File: src/hdl/amge_pkg.sv
// Shared types, request and status codes for the adjacency matrix graph engine.
package amge_pkg;

  localparam int MAX_VERTICES_DEF = 16;

  localparam logic [9:0] NO_EDGE = 10'd1000;

  localparam logic [3:0] REQ_CLEAR        = 4'd0;
  localparam logic [3:0] REQ_SET_LABEL    = 4'd1;
  localparam logic [3:0] REQ_ADD_EDGE     = 4'd2;
  localparam logic [3:0] REQ_ADJACENT     = 4'd3;
  localparam logic [3:0] REQ_IN_DEGREE    = 4'd4;
  localparam logic [3:0] REQ_FIRST_ADJ    = 4'd5;
  localparam logic [3:0] REQ_NEXT_ADJ     = 4'd6;
  localparam logic [3:0] REQ_NEXT_VERTEX  = 4'd7;
  localparam logic [3:0] REQ_FIRST_VERTEX = 4'd8;

  localparam logic [1:0] ST_OK        = 2'd0;
  localparam logic [1:0] ST_NOT_FOUND = 2'd1;
  localparam logic [1:0] ST_END       = 2'd2;

  typedef enum logic [3:0] {
    DP_NOP,
    DP_LOAD,
    DP_CLEAR,
    DP_SETLAB,
    DP_SRCH,
    DP_K0,
    DP_FILL,
    DP_WEDGE,
    DP_RD_ADJ,
    DP_RD_COL,
    DP_ROW_INIT,
    DP_RD_ROW,
    DP_RD_LAB0,
    DP_RD_LAB_NEXT,
    DP_RD_LAB_HIT
  } dp_op_t;

  typedef struct packed {
    dp_op_t op;
    logic   out_load;
  } cmd_t;

  typedef struct packed {
    logic [3:0] req;
    logic       found_a;
    logic       found_b;
    logic       row_vld_a;
    logic       i_last;
    logic       n_zero;
    logic       k_lt_n;
    logic       k_lt_max;
    logic       hit_found;
    logic       out_free;
  } sts_t;

endpackage

File: src/hdl/amge_ctrl.sv
// Request sequencer: steps the datapath through search, scan and result phases.
module amge_ctrl (
  input  logic           clk,
  input  logic           rst_n,
  input  logic           in_valid,
  output logic           in_ready,
  input  amge_pkg::sts_t sts_i,
  output amge_pkg::cmd_t cmd_o
);

  typedef enum logic [3:0] {
    S_IDLE,
    S_START,
    S_SRCH,
    S_SDONE,
    S_FILL,
    S_COL,
    S_ROW,
    S_ROW_END,
    S_FINISH
  } state_t;

  state_t state_r, state_nxt;
  logic   in_ready_r;

  assign in_ready = in_ready_r;

  always_comb begin
    state_nxt       = state_r;
    cmd_o.op        = amge_pkg::DP_NOP;
    cmd_o.out_load  = 1'b0;
    case (state_r)
      S_IDLE: begin
        if (in_valid && in_ready_r) begin
          cmd_o.op  = amge_pkg::DP_LOAD;
          state_nxt = S_START;
        end
      end
      S_START: begin
        case (sts_i.req)
          amge_pkg::REQ_CLEAR: begin
            cmd_o.op  = amge_pkg::DP_CLEAR;
            state_nxt = S_FINISH;
          end
          amge_pkg::REQ_SET_LABEL: begin
            cmd_o.op  = amge_pkg::DP_SETLAB;
            state_nxt = S_FINISH;
          end
          amge_pkg::REQ_FIRST_VERTEX: begin
            if (!sts_i.n_zero) cmd_o.op = amge_pkg::DP_RD_LAB0;
            state_nxt = S_FINISH;
          end
          default: begin
            if (sts_i.req inside {[amge_pkg::REQ_ADD_EDGE:amge_pkg::REQ_NEXT_VERTEX]}) begin
              state_nxt = S_SRCH;
            end else begin
              state_nxt = S_FINISH;
            end
          end
        endcase
      end
      S_SRCH: begin
        if (sts_i.k_lt_n) cmd_o.op = amge_pkg::DP_SRCH;
        else state_nxt = S_SDONE;
      end
      S_SDONE: begin
        state_nxt = S_FINISH;
        case (sts_i.req)
          amge_pkg::REQ_ADD_EDGE: begin
            if (sts_i.found_a && sts_i.found_b) begin
              if (sts_i.row_vld_a) begin
                cmd_o.op = amge_pkg::DP_WEDGE;
              end else begin
                // Row not written since the last clear: lay down its reset values first.
                cmd_o.op  = amge_pkg::DP_K0;
                state_nxt = S_FILL;
              end
            end
          end
          amge_pkg::REQ_ADJACENT: begin
            if (sts_i.found_a && sts_i.found_b) cmd_o.op = amge_pkg::DP_RD_ADJ;
          end
          amge_pkg::REQ_IN_DEGREE: begin
            if (sts_i.found_a) begin
              cmd_o.op  = amge_pkg::DP_K0;
              state_nxt = S_COL;
            end
          end
          amge_pkg::REQ_FIRST_ADJ: begin
            if (sts_i.found_a) begin
              cmd_o.op  = amge_pkg::DP_ROW_INIT;
              state_nxt = S_ROW;
            end
          end
          amge_pkg::REQ_NEXT_ADJ: begin
            if (sts_i.found_a && sts_i.found_b) begin
              cmd_o.op  = amge_pkg::DP_ROW_INIT;
              state_nxt = S_ROW;
            end
          end
          amge_pkg::REQ_NEXT_VERTEX: begin
            if (sts_i.found_a && !sts_i.i_last) cmd_o.op = amge_pkg::DP_RD_LAB_NEXT;
          end
          default: begin
            state_nxt = S_FINISH;
          end
        endcase
      end
      S_FILL: begin
        if (sts_i.k_lt_max) begin
          cmd_o.op = amge_pkg::DP_FILL;
        end else begin
          cmd_o.op  = amge_pkg::DP_WEDGE;
          state_nxt = S_FINISH;
        end
      end
      S_COL: begin
        if (sts_i.k_lt_n) cmd_o.op = amge_pkg::DP_RD_COL;
        else state_nxt = S_FINISH;
      end
      S_ROW: begin
        if (sts_i.k_lt_n) cmd_o.op = amge_pkg::DP_RD_ROW;
        else state_nxt = S_ROW_END;
      end
      S_ROW_END: begin
        if (sts_i.hit_found) cmd_o.op = amge_pkg::DP_RD_LAB_HIT;
        state_nxt = S_FINISH;
      end
      S_FINISH: begin
        if (sts_i.out_free) begin
          cmd_o.out_load = 1'b1;
          state_nxt      = S_IDLE;
        end
      end
      default: begin
        state_nxt = S_IDLE;
      end
    endcase
  end

  always_ff @(posedge clk) begin
    if (!rst_n) begin
      state_r    <= S_IDLE;
      in_ready_r <= 1'b1;
    end else begin
      state_r    <= state_nxt;
      in_ready_r <= (state_nxt == S_IDLE);
    end
  end

endmodule

File: src/hdl/amge_dp.sv
// Datapath: label table, weight matrix, search and scan registers, result register.
module amge_dp #(
  parameter int MAX_VERTICES = amge_pkg::MAX_VERTICES_DEF
) (
  input  logic           clk,
  input  logic           rst_n,
  input  logic           cfg_valid,
  input  logic [4:0]     cfg_vertex_count,
  input  logic [3:0]     in_req_type,
  input  logic [3:0]     in_slot_index,
  input  logic [7:0]     in_label_a,
  input  logic [7:0]     in_label_b,
  input  logic [9:0]     in_edge_weight,
  input  amge_pkg::cmd_t cmd_i,
  output amge_pkg::sts_t sts_o,
  input  logic           out_ready,
  output logic           out_valid,
  output logic [1:0]     out_status,
  output logic           out_is_adjacent,
  output logic [4:0]     out_degree,
  output logic [7:0]     out_label_out
);

  localparam int IW     = $clog2(MAX_VERTICES);
  localparam int KW     = $clog2(MAX_VERTICES + 1);
  localparam int CW     = (KW > 5) ? KW : 5;
  localparam int SW     = (KW > 4) ? KW : 4;
  localparam int AW     = 2 * IW;
  localparam int MDEPTH = 1 << AW;

  typedef enum logic [1:0] {RK_NONE, RK_SRCH, RK_COL, RK_ROW} rd_kind_t;

  // Configuration and request capture.
  logic [4:0] vc_r;
  logic [3:0] req_r;
  logic [3:0] slot_r;
  logic [7:0] la_r, lb_r;
  logic [9:0] w_r;

  // Search and scan state.
  logic [KW-1:0]           k_r;
  logic                    fa_r, fb_r, hit_found_r;
  logic [IW-1:0]           ia_r, ib_r, hit_r, krd_r;
  logic [4:0]              deg_r;
  logic [MAX_VERTICES-1:0] row_vld_r;
  rd_kind_t                rk_r, rk_nxt;

  // Memories and their read registers.
  logic [7:0] lab_mem [MAX_VERTICES];
  logic [9:0] mat_mem [MDEPTH];
  logic [7:0] lab_q_r;
  logic [9:0] mat_q_r;
  logic [IW-1:0] mrd_row_r, mrd_col_r;
  logic          mrd_vld_r;

  logic          out_valid_r, out_adj_r;
  logic [1:0]    out_status_r;
  logic [4:0]    out_degree_r;
  logic [7:0]    out_label_r;

  logic [KW-1:0] n;
  logic [SW-1:0] slot_ext;
  logic          slot_ok;
  logic          lab_we, lab_re, mat_we, mat_re;
  logic [IW-1:0] lab_raddr, mrow, mcol, mwcol;
  logic [9:0]    mat_wdata, w_sat, eff_w;
  logic          edge_here, i_last;
  logic [1:0]    res_status;
  logic          res_adj;
  logic [4:0]    res_deg;
  logic [7:0]    res_lab;

  assign n = (CW'(vc_r) > CW'(MAX_VERTICES)) ? KW'(MAX_VERTICES) : KW'(CW'(vc_r));
  assign slot_ext = SW'(slot_r);
  assign slot_ok  = slot_ext < SW'(MAX_VERTICES);
  assign w_sat    = (w_r > amge_pkg::NO_EDGE) ? amge_pkg::NO_EDGE : w_r;
  assign i_last   = (KW'(ia_r) + KW'(1)) >= n;

  // A row not written since the last clear reads as its reset values.
  assign eff_w = mrd_vld_r ? mat_q_r :
                 ((mrd_row_r == mrd_col_r) ? 10'd0 : amge_pkg::NO_EDGE);
  assign edge_here = (eff_w != amge_pkg::NO_EDGE);

  always_comb begin
    lab_we    = (cmd_i.op == amge_pkg::DP_SETLAB) && slot_ok;
    lab_re    = cmd_i.op inside {amge_pkg::DP_SRCH, amge_pkg::DP_RD_LAB0,
                                 amge_pkg::DP_RD_LAB_NEXT, amge_pkg::DP_RD_LAB_HIT};
    mat_we    = cmd_i.op inside {amge_pkg::DP_FILL, amge_pkg::DP_WEDGE};
    mat_re    = cmd_i.op inside {amge_pkg::DP_RD_ADJ, amge_pkg::DP_RD_COL,
                                 amge_pkg::DP_RD_ROW};
    lab_raddr = k_r[IW-1:0];
    mrow      = ia_r;
    mcol      = ib_r;
    case (cmd_i.op)
      amge_pkg::DP_RD_LAB0:     lab_raddr = '0;
      amge_pkg::DP_RD_LAB_NEXT: lab_raddr = ia_r + IW'(1);
      amge_pkg::DP_RD_LAB_HIT:  lab_raddr = hit_r;
      amge_pkg::DP_RD_COL: begin
        mrow = k_r[IW-1:0];
        mcol = ia_r;
      end
      amge_pkg::DP_RD_ROW:      mcol = k_r[IW-1:0];
      default: ;
    endcase
    if (cmd_i.op == amge_pkg::DP_FILL) begin
      mwcol     = k_r[IW-1:0];
      mat_wdata = (k_r[IW-1:0] == ia_r) ? 10'd0 : amge_pkg::NO_EDGE;
    end else begin
      mwcol     = ib_r;
      mat_wdata = w_sat;
    end
    case (cmd_i.op)
      amge_pkg::DP_SRCH:   rk_nxt = RK_SRCH;
      amge_pkg::DP_RD_COL: rk_nxt = RK_COL;
      amge_pkg::DP_RD_ROW: rk_nxt = RK_ROW;
      default:             rk_nxt = RK_NONE;
    endcase
  end

  always_ff @(posedge clk) begin
    if (lab_we) lab_mem[IW'(slot_ext)] <= la_r;
    if (lab_re) lab_q_r <= lab_mem[lab_raddr];
  end

  always_ff @(posedge clk) begin
    if (mat_we) mat_mem[{ia_r, mwcol}] <= mat_wdata;
    if (mat_re) begin
      mat_q_r   <= mat_mem[{mrow, mcol}];
      mrd_row_r <= mrow;
      mrd_col_r <= mcol;
      mrd_vld_r <= row_vld_r[mrow];
    end
  end

  always_ff @(posedge clk) begin
    if (cmd_i.op == amge_pkg::DP_LOAD) begin
      req_r  <= in_req_type;
      slot_r <= in_slot_index;
      la_r   <= in_label_a;
      lb_r   <= in_label_b;
      w_r    <= in_edge_weight;
    end
    if (cmd_i.op == amge_pkg::DP_SRCH) krd_r <= k_r[IW-1:0];
    if (cmd_i.out_load) begin
      out_status_r <= res_status;
      out_adj_r    <= res_adj;
      out_degree_r <= res_deg;
      out_label_r  <= res_lab;
    end
  end

  always_ff @(posedge clk) begin
    if (!rst_n) begin
      vc_r        <= '0;
      k_r         <= '0;
      fa_r        <= 1'b0;
      fb_r        <= 1'b0;
      ia_r        <= '0;
      ib_r        <= '0;
      hit_found_r <= 1'b0;
      hit_r       <= '0;
      deg_r       <= '0;
      row_vld_r   <= '0;
      rk_r        <= RK_NONE;
      out_valid_r <= 1'b0;
    end else begin
      if (cfg_valid) vc_r <= cfg_vertex_count;
      rk_r <= rk_nxt;
      case (cmd_i.op)
        amge_pkg::DP_LOAD, amge_pkg::DP_K0: k_r <= '0;
        amge_pkg::DP_SRCH, amge_pkg::DP_FILL, amge_pkg::DP_RD_COL, amge_pkg::DP_RD_ROW: begin
          k_r <= k_r + KW'(1);
        end
        amge_pkg::DP_ROW_INIT: begin
          k_r <= (req_r == amge_pkg::REQ_NEXT_ADJ) ? KW'(ib_r) + KW'(1) : '0;
        end
        amge_pkg::DP_CLEAR: row_vld_r <= '0;
        amge_pkg::DP_WEDGE: row_vld_r[ia_r] <= 1'b1;
        default: ;
      endcase
      // Read data is examined in the cycle after its address was issued.
      if (cmd_i.op == amge_pkg::DP_LOAD) begin
        fa_r        <= 1'b0;
        fb_r        <= 1'b0;
        hit_found_r <= 1'b0;
        deg_r       <= '0;
      end else begin
        case (rk_r)
          RK_SRCH: begin
            if (!fa_r && (lab_q_r == la_r)) begin
              fa_r <= 1'b1;
              ia_r <= krd_r;
            end
            if (!fb_r && (lab_q_r == lb_r)) begin
              fb_r <= 1'b1;
              ib_r <= krd_r;
            end
          end
          RK_COL: begin
            if (edge_here) deg_r <= deg_r + 5'd1;
          end
          RK_ROW: begin
            if (!hit_found_r && (mrd_col_r != ia_r) && edge_here) begin
              hit_found_r <= 1'b1;
              hit_r       <= mrd_col_r;
            end
          end
          default: ;
        endcase
      end
      if (cmd_i.out_load) out_valid_r <= 1'b1;
      else if (out_ready) out_valid_r <= 1'b0;
    end
  end

  always_comb begin
    res_status = amge_pkg::ST_OK;
    res_adj    = 1'b0;
    res_deg    = '0;
    res_lab    = '0;
    case (req_r)
      amge_pkg::REQ_ADD_EDGE: begin
        if (!(fa_r && fb_r)) res_status = amge_pkg::ST_NOT_FOUND;
      end
      amge_pkg::REQ_ADJACENT: begin
        if (!(fa_r && fb_r)) res_status = amge_pkg::ST_NOT_FOUND;
        else res_adj = edge_here;
      end
      amge_pkg::REQ_IN_DEGREE: begin
        if (!fa_r) res_status = amge_pkg::ST_NOT_FOUND;
        else res_deg = deg_r;
      end
      amge_pkg::REQ_FIRST_ADJ, amge_pkg::REQ_NEXT_ADJ: begin
        if (!fa_r || ((req_r == amge_pkg::REQ_NEXT_ADJ) && !fb_r)) begin
          res_status = amge_pkg::ST_NOT_FOUND;
        end else if (hit_found_r) begin
          res_lab = lab_q_r;
        end else begin
          res_status = amge_pkg::ST_END;
        end
      end
      amge_pkg::REQ_NEXT_VERTEX: begin
        if (!fa_r) res_status = amge_pkg::ST_NOT_FOUND;
        else if (i_last) res_status = amge_pkg::ST_END;
        else res_lab = lab_q_r;
      end
      amge_pkg::REQ_FIRST_VERTEX: begin
        if (n == '0) res_status = amge_pkg::ST_END;
        else res_lab = lab_q_r;
      end
      default: ;
    endcase
  end

  always_comb begin
    sts_o.req       = req_r;
    sts_o.found_a   = fa_r;
    sts_o.found_b   = fb_r;
    sts_o.row_vld_a = row_vld_r[ia_r];
    sts_o.i_last    = i_last;
    sts_o.n_zero    = (n == '0);
    sts_o.k_lt_n    = k_r < n;
    sts_o.k_lt_max  = k_r < KW'(MAX_VERTICES);
    sts_o.hit_found = hit_found_r;
    sts_o.out_free  = !out_valid_r || out_ready;
  end

  assign out_valid       = out_valid_r;
  assign out_status      = out_status_r;
  assign out_is_adjacent = out_adj_r;
  assign out_degree      = out_degree_r;
  assign out_label_out   = out_label_r;

`ifndef SYNTHESIS
  a_load_when_free: assert property (@(posedge clk) disable iff (!rst_n)
    cmd_i.out_load |-> (!out_valid_r || out_ready))
    else $error("result loaded over a word not yet taken");

  a_clear_rows: assert property (@(posedge clk) disable iff (!rst_n)
    (cmd_i.op == amge_pkg::DP_CLEAR) |=> (row_vld_r == '0))
    else $error("row valid flags survive a clear");

  a_fail_zero: assert property (@(posedge clk) disable iff (!rst_n)
    (out_valid_r && (out_status_r != amge_pkg::ST_OK)) |->
      (!out_adj_r && (out_degree_r == 5'd0) && (out_label_r == 8'd0)))
    else $error("failed result carries nonzero fields");

  a_deg_bound: assert property (@(posedge clk) disable iff (!rst_n)
    (rk_r == RK_COL) |-> (CW'(deg_r) < CW'(n)))
    else $error("in-degree count exceeds entries scanned");
`endif

endmodule

File: src/hdl/adjacency_matrix_graph_engine.sv
// Top level of the adjacency matrix graph engine: sequencer plus datapath.
//
//  channel | dir | handshake            | word
//  --------+-----+----------------------+------------------------------------------
//  cfg     | in  | cfg_valid/cfg_ready  | cfg_vertex_count
//  in      | in  | in_valid/in_ready    | req_type, slot_index, label_a, label_b, weight
//  out     | out | out_valid/out_ready  | status, is_adjacent, degree, label_out
//
// Clear and set label need no search; label lookups, adjacency and next vertex search
// the n label entries, in-degree and neighbour walks then scan a matrix column or row
// (n = vertices in use). An add edge into a row untouched since the last clear first
// fills that row. The label table and the weight matrix each serve one read per cycle.
// Reset (rst_n low at a clock edge) empties the graph at once through per-row valid flags.
// A finished word waits in the output register while the next request is taken.
module adjacency_matrix_graph_engine #(
  parameter int MAX_VERTICES = amge_pkg::MAX_VERTICES_DEF
) (
  input  logic       clk,
  input  logic       rst_n,
  input  logic       cfg_valid,
  output logic       cfg_ready,
  input  logic [4:0] cfg_vertex_count,
  input  logic       in_valid,
  output logic       in_ready,
  input  logic [3:0] in_req_type,
  input  logic [3:0] in_slot_index,
  input  logic [7:0] in_label_a,
  input  logic [7:0] in_label_b,
  input  logic [9:0] in_edge_weight,
  output logic       out_valid,
  input  logic       out_ready,
  output logic [1:0] out_status,
  output logic       out_is_adjacent,
  output logic [4:0] out_degree,
  output logic [7:0] out_label_out
);

  amge_pkg::cmd_t cmd;
  amge_pkg::sts_t sts;

  assign cfg_ready = 1'b1;

  amge_ctrl u_ctrl (
    .clk      (clk),
    .rst_n    (rst_n),
    .in_valid (in_valid),
    .in_ready (in_ready),
    .sts_i    (sts),
    .cmd_o    (cmd)
  );

  amge_dp #(
    .MAX_VERTICES (MAX_VERTICES)
  ) u_dp (
    .clk              (clk),
    .rst_n            (rst_n),
    .cfg_valid        (cfg_valid),
    .cfg_vertex_count (cfg_vertex_count),
    .in_req_type      (in_req_type),
    .in_slot_index    (in_slot_index),
    .in_label_a       (in_label_a),
    .in_label_b       (in_label_b),
    .in_edge_weight   (in_edge_weight),
    .cmd_i            (cmd),
    .sts_o            (sts),
    .out_ready        (out_ready),
    .out_valid        (out_valid),
    .out_status       (out_status),
    .out_is_adjacent  (out_is_adjacent),
    .out_degree       (out_degree),
    .out_label_out    (out_label_out)
  );

endmodule
File: config.mk
export PLATFORM = sky130hd
export DESIGN_NAME = adjacency_matrix_graph_engine
export DESIGN_NICKNAME = d
export VERILOG_FILES = /design/src/hdl/amge_pkg.sv /design/src/hdl/amge_ctrl.sv /design/src/hdl/amge_dp.sv /design/src/hdl/adjacency_matrix_graph_engine.sv
export SDC_FILE = /design/constraint.sdc
export NUM_CORES = 2
export LEC_CHECK = 0
export BUFFER_PORTS_ARGS = -buffer_cell sky130_fd_sc_hd__buf_2
export CAP_MARGIN = 5
export CELL_PAD_IN_SITES_DETAIL_PLACEMENT = 0
export CELL_PAD_IN_SITES_GLOBAL_PLACEMENT = 1
export CORE_MARGIN = 2
export CORE_UTILIZATION = 57
export CTS_CLUSTER_SIZE = 10
export DETAILED_ROUTE_END_ITERATION = 7
export PLACE_DENSITY = 0.91
export SLEW_MARGIN = 10
export SYNTH_ARGS = -nofsm -noshare
export SYNTH_HDL_FRONTEND = slang
export SYNTH_SLANG_ARGS = --single-unit
File: constraint.sdc
create_clock -name clk -period 12.95 [get_ports clk]
set_input_delay 3.2375 -clock clk [delete_from_list [all_inputs] [get_ports clk]]
set_output_delay 3.2375 -clock clk [all_outputs]
set_load 0.005 [all_outputs]
# After elaboration in Yosys (flattened, before gate mapping)
# Memory sizes are Yosys's and may differ from the RTL's. A register that Yosys moved wholly into a read port is not among the register bits.
# Index checks and enable logic that the tools add are counted.
[op_classes]
add_sub_neg = 5
n_lt_le_gt_ge = 11
n_eq_ne = 39
muxes = 74
n_bitwise = 3
reduce_logical = 43
[ops]
columns = ["op", "n"]
rows = [
  ["2-to-1 mux 4 bit", 24],
  ["2-to-1 mux 10 bit", 5],
  ["== test 4 x 3 -> 1 bit (second input constant)", 12],
  ["2-to-1 mux 8 bit", 5],
  ["== test 4 bit (second input constant)", 9],
  ["case mux 4 bit (9 select lines)", 1],
  ["case mux 16 bit (2 select lines)", 1],
  ["case mux 4 bit (8 select lines)", 1],
  ["== test 4 x 2 -> 1 bit (second input constant)", 6],
  ["case mux 4 bit (3 select lines)", 2],
  ["case mux 4 bit (6 select lines)", 1],
  ["case mux 8 bit (3 select lines)", 1],
  ["== test 8 bit", 2],
  ["bitwise OR 16 bit", 1],
  ["case mux 4 bit (4 select lines)", 1],
  ["< comparator 4 x 5 -> 1 bit (second input constant)", 3],
  ["2-to-1 mux 1 bit", 15],
  ["case mux 5 bit (3 select lines)", 1],
  ["== test 4 x 1 -> 1 bit (second input constant)", 3],
  ["logical NOT 4 bit", 3],
  ["2-to-1 mux 2 bit", 6],
  ["AND reduction 2 bit", 6],
  ["logical AND 1 bit", 11],
  ["adder 4 x 1 -> 5 bit (second input constant)", 2],
  ["other kinds (33)", 53],
]
[totals]
regBits = 117
ramBits = 2688
output_inout_bits = 19
memories = 2
[memory_table]
columns = ["memory", "depth", "width", "rd", "rd_ports_with_merged_regs", "write_ports", "line_no", "rtl"]
rows = [
  ["u_dp.mat_mem", 256, 10, 1, 1, 1, "amge_dp.sv:50", "logic [9:0] mat_mem [MDEPTH];"],
  ["u_dp.lab_mem", 16, 8, 1, 1, 1, "amge_dp.sv:49", "logic [7:0] lab_mem [MAX_VERTICES];"],
]

# Depth between registers and ports, before layout
[depth]
ltp_word = 12
depth_mapped = 19
depth_no_buf = 14

# Cells and area by module
# A second synthesis with hierarchy kept.
[hier_totals]
hier_cells = 7047
hier_area_um2 = 110900.1
[by_module_without_submodules]
columns = ["module", "n_inst", "cells_per_inst", "area_per_inst_um2"]
rows = [
  ["amge_dp", 1, 6946, 110213.2],
  ["amge_ctrl", 1, 99, 675.6],
  ["adjacency_matrix_graph_engine", 1, 2, 11.3],
]

# Worst setup path before layout
# No wires, ideal clock.
[synth_path]
kind = "input to register"
start = "input in_valid"
end = "memory u_dp.mat_mem[0][0], data pin"
setup_time_ns = 0.874
t_arrival_ns = 7.601
slack_ns = 4.476
path_stages = 7
n_path_buf = 2
cell_sequence = "nand4_1 nand4_1 nor2_1 nand2_4 buf_4 clkbuf_1 and3_1"
[synth_via]
elab_chain_cells = 5
[synth_rtl]
columns = ["element", "line_no", "rtl"]
rows = [
  ["from (decl)", "adjacency_matrix_graph_engine.sv:23", "input logic in_valid,"],
  ["logical AND 1 bit", "amge_ctrl.sv:34", "if (in_valid && in_ready_r) begin"],
  ["2-to-1 mux 1 bit", "amge_ctrl.sv:34", ""],
  ["case mux 4 bit (8 select lines)", "amge_ctrl.sv:32", "case (state_r)"],
  ["== test 4 x 3 -> 1 bit", "amge_dp.sv:105", "if (cmd_i.op == amge_pkg::DP_FILL) begin"],
  ["2-to-1 mux 10 bit", "amge_dp.sv:105", ""],
  ["net u_dp.mat_wdata[0]", "amge_dp.sv:66", "logic [9:0] mat_wdata, w_sat, eff_w;"],
  ["to (decl)", "amge_dp.sv:50", ""],
]
# The timed path passes the listed nets, and every way through them passes these cells.

# Worst setup path after layout
[layout_path]
start = "register u_dp.ia_r[0]"
end = "memory u_dp.mat_mem[3][8], data pin"
[layout_via]
elab_chain_cells = 9
elab_cells_between_ends = 15
classes_between = "add/sub (1); order compare (1); eq/ne (2); mux (9); reduce/logical (2)"
[layout_rtl]
columns = ["element", "line_no", "rtl"]
rows = [
  ["from (decl)", "amge_dp.sv:43", "logic [IW-1:0] ia_r, ib_r, hit_r, krd_r;"],
  ["from (signal assigned)", "amge_dp.sv:192", "ia_r <= krd_r;"],
  ["adder 4 x 1 -> 5 bit", "amge_dp.sv:77", "assign i_last = (KW'(ia_r) + KW'(1)) >= n;"],
  ["greater-or-equal comparator 5 bit", "amge_dp.sv:77", ""],
  ["logical NOT 1 bit", "amge_ctrl.sv:102", "if (sts_i.found_a && !sts_i.i_last) cmd_o.op = amge_pkg::DP_RD_LAB_NEXT;"],
  ["logical AND 1 bit", "amge_ctrl.sv:102", ""],
  ["2-to-1 mux 4 bit", "amge_ctrl.sv:102", ""],
  ["case mux 4 bit (6 select lines)", "amge_ctrl.sv:68", "case (sts_i.req)"],
  ["case mux 4 bit (8 select lines)", "amge_ctrl.sv:32", ""],
  ["== test 4 x 3 -> 1 bit", "amge_dp.sv:105", ""],
  ["2-to-1 mux 10 bit (*)", "amge_dp.sv:105", ""],
  ["net u_dp.mat_wdata[8]", "amge_dp.sv:66", ""],
]
# Mark *: on every way through the listed nets, which the timed path passes. The rest lies on a longest branch. The select of a mux whose other input is x is not followed.

==> impl_metrics.tcl <==
set metrics [dict create \
    regToRegSetupSlack_ns 4.99 \
    fin_crit_sh_pct 61.4 \
    setup_viol 0 \
    crit_family "compound AO/OA/AOI/OAI gates" \
    finalWeightedCongestion 0.927 \
    area_delta_synth_final_pct 10.4 \
    slew_viol_final 14 \
    worstReg2RegStart "u_dp.ia_r[0]" \
    post_cts_buffers 0 \
    synth_edf_count 2769 \
    htreeDepth 5 \
    final_nets 8244 \
    coreArea_mm2 0.197 \
    status "finished with violations" \
    drive_above_1_share_pct 7.75 \
    hold_path.startpoint "u_dp.deg_r[4]" \
    die_area_mm2 0.201 \
    cp-end-kind "flop" \
    grt_pass1_vias 70300 \
    synthArstFlopShare_pct 0 \
    reg2regPathDepth 12 \
    cpMostUsedCell "ha_1" \
    ys_seq_area_share_pct 74.7 \
    detailed_place_hpwl_um 187000 \
    netlist_top_cells_area "edfxtp_1 (74%), nand2_1 (6.2%), nand3_1 (3.0%)" \
    cts_inserted_buffers 333 \
    cp_cell_sequence "inv_1 > ha_1 > ha_1 > a21oi_1 > o21ai_0 > a31oi_1 > nor3_1 > and3_1 > nand2_4 > a41oi_1 > a21o_4 > buf_4" \
    clk_latency_ns 0.96 \
    layout_setup_ws_ns 4.99 \
    critPathRequiredTime_ns 13.48 \
    route.detailed.drc 0 \
    cts_tree "yes" \
    grt_pass1_wl_um 469000 \
    yosys_warnings 0 \
    wire_per_inst_um 29.9 \
    drtIter0Drc 12100 \
    post-place-ws_ns 4.98 \
    final-instance-count-excl-fill 10900 \
    numPortBuffers 61 \
    cts_resized 0 \
    power_density_mw_per_mm2 156 \
    dr_total_vias 73400 \
    synth.distinct_cells 89 \
    ios 63 \
    grt.overflow.total 0 \
    synth_top_area_share_pct 73.8 \
    ant_nets 0 \
    post-route-min-period_ns 7.96 \
    final-hold-violation-count 0 \
    routed_wl_um 325000 \
    rows 163 \
    first_pass_iters 7 \
    worst-path-buf-inv 2 \
    slew_headroom_pct -0.455 \
    max_freq_mhz 126 \
    min_to "u_dp.deg_r[4]" \
    syn_area_per_cell_um2 13.7 \
    syn_inst 8217 \
    violations "slew limit" \
    path_max_fanout 109 \
    critPathMaxStageDelay_ns 1.18 \
    dp_cells 10500 \
    rsz0062_at_grt "false" \
    syn_area_mm2 0.113 \
    yosysMostFrequentCell "edfxtp_1" \
    fin_skew_ns 0.0702 \
    synthFlopType "edfxtp_1" \
    cap_violations 0 \
    track_usage_pct 31.6 \
    syn-num-nets 8277 \
    clk_pin_slew_ns 0.05 \
    synth_top_area_cell "edfxtp_1" \
    die_h_um 449 \
    path_class "reg -> reg" \
    power_mw 19.4 \
    synth-seq-cells 2823 \
    worst_pin_slew_ns 1.51 \
    synth_common_cells "edfxtp_1 (2,769), nand2_1 (1,874), nand3_1 (672), nor2_1 (370), clkbuf_1 (298)" \
    final.setup.tns_ns 0 \
    ir_drop_uv 148 \
    hold_class "reg -> reg" \
    root_buffer "clkbuf_16" \
    die_w_um 449 \
    ctsHoldBuffers 0 \
    grt_antenna_before_repair 16 \
    cp-start-kind "flop" \
    grt_start_max_net_pins 213 \
    r2r_end "u_dp.mat_mem[3][8]" \
    cts.path.max_buffers 4 \
    p_leak_nw 40.6 \
    cts_sinks 2823 \
    via_per_inst 6.74 \
    crit_arrival_ns 8.49 \
    start_util_pct 57.2 \
    crit_slowest_cell "a41oi_1" \
    min_delay_path_depth 2 \
]
-- stage by stage --
stage	util, %	hold WS [ns]	instance area (µm²)
finish	63.1	0.510	124000
global route	63.1	0.540	124000
CTS	63.1	0.511	124000
detailed placement	58.7	0.491	116000
global placement	58.7	0.486	116000
floorplan	-	0.460	113000
-- layer usage --
metal / vias up / global-route usage (%) / share of wire, %
li1: 30900 / - / -
met1: 36100 / 41.6 / 35
met2: 5353 / 47.7 / 45
met3: 1029 / 8.78 / 13
met4: 18 / 17.6 / 6.3
met5: - / 0 / 0.038
-- power by group --
group	internal, mW	switching, mW	total (mW)
logic	0.0868	0.698	0.785
registers	10.5	0.0724	10.6
clock network	4.67	3.32	7.99
total	15.3	4.09	19.4
-- logic make-up (layout without fill, tap and decap cells) --
| group | Yosys count | in the layout | synth area share [%] |
|---|---|---|---|
| simple gates | 3405 | 3405 | 13.1 |
| flops | 2823 | 2823 | 74.7 |
| compound gates | 1081 | 1081 | 7.03 |
| buf+inv | 594 | 612 | 2.24 |
| mux | 261 | 261 | 2.40 |
| xor+xnor | 36 | 36 | 0.280 |
| fa+ha+maj | 16 | 16 | 0.178 |
| other cells | 1 | 7 | 0.00333 |
-- flip-flops by register name (all words and copies together), names as in the netlist, 5 cells and up --
signal / flops
u_dp.mat_mem: 2560
u_dp.lab_mem: 128
u_dp.row_vld_r: 16
u_dp.mat_q_r: 10
u_dp.w_r: 10
u_dp.la_r: 8
u_dp.lab_q_r: 8
u_dp.lb_r: 8
u_dp.out_label_out: 8
u_dp.deg_r: 5
u_dp.k_r: 5
u_dp.out_degree: 5
u_dp.vc_r: 5
-- placed cells by master, fill, tap and decap left out, types with 89 or more instances in the layout --
master     instances
and3_1           153
a32oi_1          181
nor2_1           364
o21ai_0          119
clkbuf_16        343
nand3_1          670
nand4_1          166
a31oi_1          234
a311oi_1          89
buf_4            117
mux2i_1          246
a211oi_1         167
edfxtp_1        2769
nand2_1         1873
-- final cells by class --
class	count	area, µm²
fillers	13700	72600
clock inverters	7	72.6
flip-flops and latches	2823	84200
repair buffers	195	1530
multi-input cells	4800	26400
diodes	6	15.0
clock buffers	379	8720
inverters	31	136
well taps	2640	3300
-- worst reg2reg max path: stages, from the launching register on --
cell and delay [ns]:
dfxtp_1 0.73, inv_1 0.33, ha_1 0.42, ha_1 0.30, a21oi_1 0.07, o21ai_0 0.46, a31oi_1 0.24, nor3_1 0.56
and3_1 0.82, nand2_4 0.62, a41oi_1 1.19, a21o_4 0.69, buf_4 1.03
-- worst max-delay path by stage --
stage                             from                   end  slack [ns]  depth (start not counted)
after floorplan               in_valid    u_dp.mat_mem[0][0]        4.48                          7
after global placement        in_valid   u_dp.mat_mem[16][8]        5.12                          8
after detailed placement      in_valid    u_dp.mat_mem[7][8]        4.98                          8
after CTS                 u_dp.ia_r[0]  u_dp.mat_mem[240][8]        5.17                         12
after global routing      u_dp.ia_r[0]   u_dp.mat_mem[18][8]        4.63                         12
final                     u_dp.ia_r[0]    u_dp.mat_mem[3][8]        4.99                         12
No activity file was read; power rests on OpenSTA's default activity.
